==> src/rtl/core/dtpc_pkg.sv <==
// Shared types, sizes and codes for the decision tree packet classifier.
// No dependencies; every other file of the block except dtpc_ram imports this package.
package dtpc_pkg;

  localparam int NODES_PER_TREE = 4096;
  localparam int TREE_COUNT_MAX = 4;
  localparam int RULE_LIMIT     = 4096;
  localparam int MAX_DEPTH      = 64;

  localparam int NODE_W    = $clog2(NODES_PER_TREE);
  localparam int TREE_W    = (TREE_COUNT_MAX > 1) ? $clog2(TREE_COUNT_MAX) : 1;
  localparam int TCNT_W    = $clog2(TREE_COUNT_MAX + 1);
  localparam int DEPTH_W   = $clog2(MAX_DEPTH);
  localparam int STORE_D   = TREE_COUNT_MAX * NODES_PER_TREE;
  localparam int ADDR_W    = $clog2(STORE_D);
  localparam int RULE_W    = 12;
  localparam int CHILD_W   = 13;
  localparam int CFG_IDX_W = 1;
  localparam int CFG_DAT_W = 12;

  localparam logic OP_WRITE    = 1'b0;
  localparam logic OP_CLASSIFY = 1'b1;

  localparam logic [CFG_IDX_W-1:0] REG_DEFAULT_RULE = 1'd0;
  localparam logic [CFG_IDX_W-1:0] REG_TREE_COUNT   = 1'd1;

  localparam logic [2:0] FLD_SRC_IP   = 3'd0;
  localparam logic [2:0] FLD_DST_IP   = 3'd1;
  localparam logic [2:0] FLD_SRC_PORT = 3'd2;
  localparam logic [2:0] FLD_DST_PORT = 3'd3;
  localparam logic [2:0] FLD_PROTO    = 3'd4;

  typedef struct packed {
    logic        op;
    logic [1:0]  tree_sel;
    logic [11:0] node_addr;
    logic [2:0]  node_field;
    logic [31:0] node_threshold;
    logic [12:0] node_left;
    logic [12:0] node_right;
    logic [31:0] src_ip;
    logic [31:0] dst_ip;
    logic [15:0] src_port;
    logic [15:0] dst_port;
    logic [7:0]  protocol;
  } dtpc_in_t;

  typedef struct packed {
    logic [11:0] best_rule;
    logic        walk_error;
  } dtpc_out_t;

  typedef struct packed {
    logic [2:0]         field;
    logic [31:0]        threshold;
    logic [CHILD_W-1:0] left;
    logic [CHILD_W-1:0] right;
  } dtpc_node_t;

  localparam int NODE_BITS = $bits(dtpc_node_t);

  typedef enum logic [1:0] {
    ST_IDLE,
    ST_FETCH,
    ST_EVAL,
    ST_DONE
  } dtpc_state_t;

  typedef struct packed {
    logic wr;
    logic load;
    logic rd;
    logic advance;
    logic take_leaf;
    logic flag_err;
    logic next_tree;
  } dtpc_cmd_t;

  typedef struct packed {
    logic classify;
    logic no_trees;
    logic leaf;
    logic stop;
    logic last_tree;
  } dtpc_sts_t;

endpackage

==> src/rtl/core/dtpc_ctrl.sv <==
// Sequencing state machine of the classifier: accept, node fetch, evaluate, emit.
// Depends on dtpc_pkg.
module dtpc_ctrl import dtpc_pkg::*; (
  input  logic      clk,
  input  logic      rst,
  input  logic      start,
  input  dtpc_sts_t sts,
  output dtpc_cmd_t cmd,
  output logic      busy,
  output logic      done
);

  dtpc_state_t state, state_next;

  always_ff @(posedge clk) begin
    if (rst) begin
      state <= ST_IDLE;
    end else begin
      state <= state_next;
    end
  end

  always_comb begin
    state_next = state;
    cmd        = '0;
    busy       = 1'b1;
    done       = 1'b0;
    unique case (state)
      ST_IDLE: begin
        busy = 1'b0;
        if (start) begin
          if (sts.classify) begin
            cmd.load   = 1'b1;
            state_next = sts.no_trees ? ST_DONE : ST_FETCH;
          end else begin
            cmd.wr = 1'b1;
          end
        end
      end
      ST_FETCH: begin
        cmd.rd     = 1'b1;
        state_next = ST_EVAL;
      end
      ST_EVAL: begin
        if (sts.leaf || sts.stop) begin
          cmd.take_leaf = sts.leaf;
          cmd.flag_err  = !sts.leaf;
          if (sts.last_tree) begin
            state_next = ST_DONE;
          end else begin
            cmd.next_tree = 1'b1;
            state_next    = ST_FETCH;
          end
        end else begin
          cmd.advance = 1'b1;
          state_next  = ST_FETCH;
        end
      end
      ST_DONE: begin
        done       = 1'b1;
        state_next = ST_IDLE;
      end
      default: begin
        state_next = ST_IDLE;
      end
    endcase
  end

endmodule

==> config.mk <==
export PLATFORM = sky130hd
export DESIGN_NAME = dtpc_ctrl
export DESIGN_NICKNAME = d
export VERILOG_FILES = /design/src/rtl/core/dtpc_pkg.sv /design/src/rtl/core/dtpc_ctrl.sv
export SDC_FILE = /design/constraint.sdc
export NUM_CORES = 1
export LEC_CHECK = 0
export ABC_AREA = 1
export BUFFER_PORTS_ARGS = -buffer_cell sky130_fd_sc_hd__buf_2
export CORE_AREA = 2 2 39 41
export CTS_BUF_LIST = sky130_fd_sc_hd__clkbuf_4 sky130_fd_sc_hd__clkbuf_8
export DETAILED_ROUTE_END_ITERATION = 12
export DIE_AREA = 0 0 41 43
export GPL_TIMING_DRIVEN = 0
export PLACE_DENSITY = 0.38
export SYNTH_ARGS = -nofsm -noshare
export SYNTH_HDL_FRONTEND = slang
export SYNTH_SLANG_ARGS = --single-unit
==> constraint.sdc <==
create_clock -name clk -period 1 [get_ports clk]
set_input_delay 0.25 -clock clk [delete_from_list [all_inputs] [get_ports clk]]
set_output_delay 0.25 -clock clk [all_outputs]
set_load 0.05 [all_outputs]
==> qor.txt <==
Final worst path period share: 134%
Initial antenna violation count: 0
Status: finished, violations left
Setup crit end kind: output pin
DRC viols: 0
Sequential share of the synthesized area: 24.1%
WL final: 488 um
Startpoint types: flip-flop
RR Startpoint: state[1]
Unrepaired setup endpoints after global routing: yes
Yosys reg bits: 2
Largest net degree at the start of global routing: 7
Nets: 63
Hold Path End: state[1]
Area Overhead vs Synth: 170%
Clk_skew: 0.550 ps
Post-Synth Simple-Gate Area: 49.6%
Slew headroom: 84.8%
CTS Sinks: 2
Routed vias: 251
WS Path Type: reg -> out
Worst VDD drop: 0.354 mV
Commonest cells after routing, fill and taps aside: nor2_4 (7), nand2_1 (7), buf_2 (7), buf_6 (7), inv_1 (5)
Failing checks: setup timing
Largest regs: state x2
Placed inst area: 320 um^2
HP Start: rst
Vias in the first global route: 230
Mux cell area share after synthesis: 0%
Post-synthesis adder-cell area fraction: 0%
Average wire per standard cell: 7.07 um
Slew Viols, Final: 0
DRT iter0 DRCs: 2
Clk_lat worst skew: 220 ps
Power Density: 1280 nW/um^2
Count of input and output buffers: 16
Final Hold Fails: 0
Mapped Area: 166 um^2
Synth Net Count: 38
Diode count: 0
Vias/cell: 3.64
Core area: 1380 um^2
Distinct cells, synth: 10
Setup violators final: 9
Clock tree buffer depth: 2
Pre-antenna DRT Iters: 2
Io pins: 17
Post-CTS Hold Buffers: 0
Min Clock Period, post-route: 1340 ps
Worst min path class: in -> reg
Die Y: 43 um
Largest register FFs: 2
FF-to-FF End: state[1]
Placer congestion estimate: 0.571
Hpwl dp: 380 um
Worst setup margin: -342 ps
Starting Density: 12.0%
Mapped Cells: 30
Die X: 41 um
GRT Util Overall: 6.32%
H-tree lvl count: 1
Worst-path fanout max: 3
Yosys Warn Count: 0
Layout cell share with drive strength beyond 1: 73.6%
Worst path required time: 750 ps
Biggest register: state
Global-route wire length before repair: 765 um
Worst EP arrival: 1090 ps
Total Power: 574 uW
Compound-Gate Fraction of Synth Area: 8.27%
R2r worst-path depth: 6
CTS tree: built
Worst Tran Pin Value: 226 ps
Antenna viol nets, final: 0
# fillers: 154
Max Freq: 745 MHz
Die Area: 1760 um^2
Final Cell Area: 449 um^2
Largest family of logic cells by synthesized area: simple AND/OR/NAND/NOR gates
P_leak: 0.221 nW
Synth Area in XOR/XNOR: 0%
Max cap viols: 0
Total congestion overflow: 0
Root Buffer: clkbuf_4
Syn avg cell area: 5.55 um^2
FF-to-FF setup slack: 40 ps
Cell depth of the worst min-delay path: 4
Reg clk slew, reported paths: 30 ps
TritonCTS Buffers: 3
Core Rows: 14
-- per-stage QoR --
stage               setup slack, ps  TNS, ps  hold WS (ps)  util, %  std cells
floorplan                      -279     -996           386        -         30
global placement               -309    -1580           471     23.1         62
detailed placement             -302    -1570           480     23.1         62
CTS                            -387    -2840           307     31.4         68
global route                   -402    -3080           306     32.5         69
finish                         -342    -2560           302     32.5         69
-- cell type report --
| cell class | instances | area [um^2] | area share, % |
|---|---|---|---|
| inverter | 8 | 32.5 | 7.24 |
| clock buffer | 3 | 22.5 | 5.01 |
| tap | 16 | 20.0 | 4.46 |
| multi-input combinational | 20 | 155 | 34.5 |
| timing repair buffer | 20 | 174 | 38.7 |
| sequential | 2 | 45.0 | 10.0 |
-- routing by layer --
| layer | part of all wire [%] | track usage (%) | vias to the layer above |
|---|---|---|---|
| li1 | - | - | 133 |
| met1 | 34 | 6.41 | 103 |
| met2 | 53 | 10.6 | 15 |
| met3 | 12 | 1.57 | 0 |
| met4 | 0 | 4.00 | 0 |
| met5 | 0 | 0 | - |
-- logic make-up (layout without fill, tap and decap cells) --
family / count (synthesis) / after routing
flip-flops: 2 / 2
buffers and inverters: 8 / 31
AO/OA/AOI/OAI: 2 / 2
AND/OR/NAND/NOR: 18 / 18
-- what timing repair did --
action	4_1_cts	5_1_grt
pin swaps	3	1
resized for setup	22	2
setup endpoints to repair	9	9
endpoints found under the hold margin	0	0
setup buffers	3	1
-- power by group --
part           internal, mW  total (mW)  switching, mW
Combinational         0.111       0.297          0.186
Clock                 0.132       0.172         0.0402
Sequential           0.0912       0.105         0.0134
Total                 0.334       0.574          0.239
-- worst max-delay path, stage by stage (launching register included) --
cell and delay [ps]:
dfxtp_2 340, inv_2 50, nor2_4 120, inv_4 70
nor3_4 120, buf_6 180
-- Yosys cell counts, drive strengths merged --
cell	instances	area (um^2)
inv	8	30.0
nand2	7	26.3
o21ai	1	5.00
dfxtp	2	40.0
nor2	9	36.3
nand3	1	10.0
nor3	1	10.0
a21oi	1	8.76
-- worst max path at each step --
stage | startpoint | to | slack [ps] | cells past startpoint
after floorplan | state[1] | cmd[1] | -280 | 4
after global placement | sts[2] | cmd[0] | -310 | 6
after CTS | state[1] | cmd[1] | -390 | 5
after global routing | state[1] | cmd[0] | -400 | 5
after detailed placement | sts[2] | cmd[0] | -300 | 6
final | state[1] | cmd[1] | -340 | 5
(Power assumes the default switching activity.)
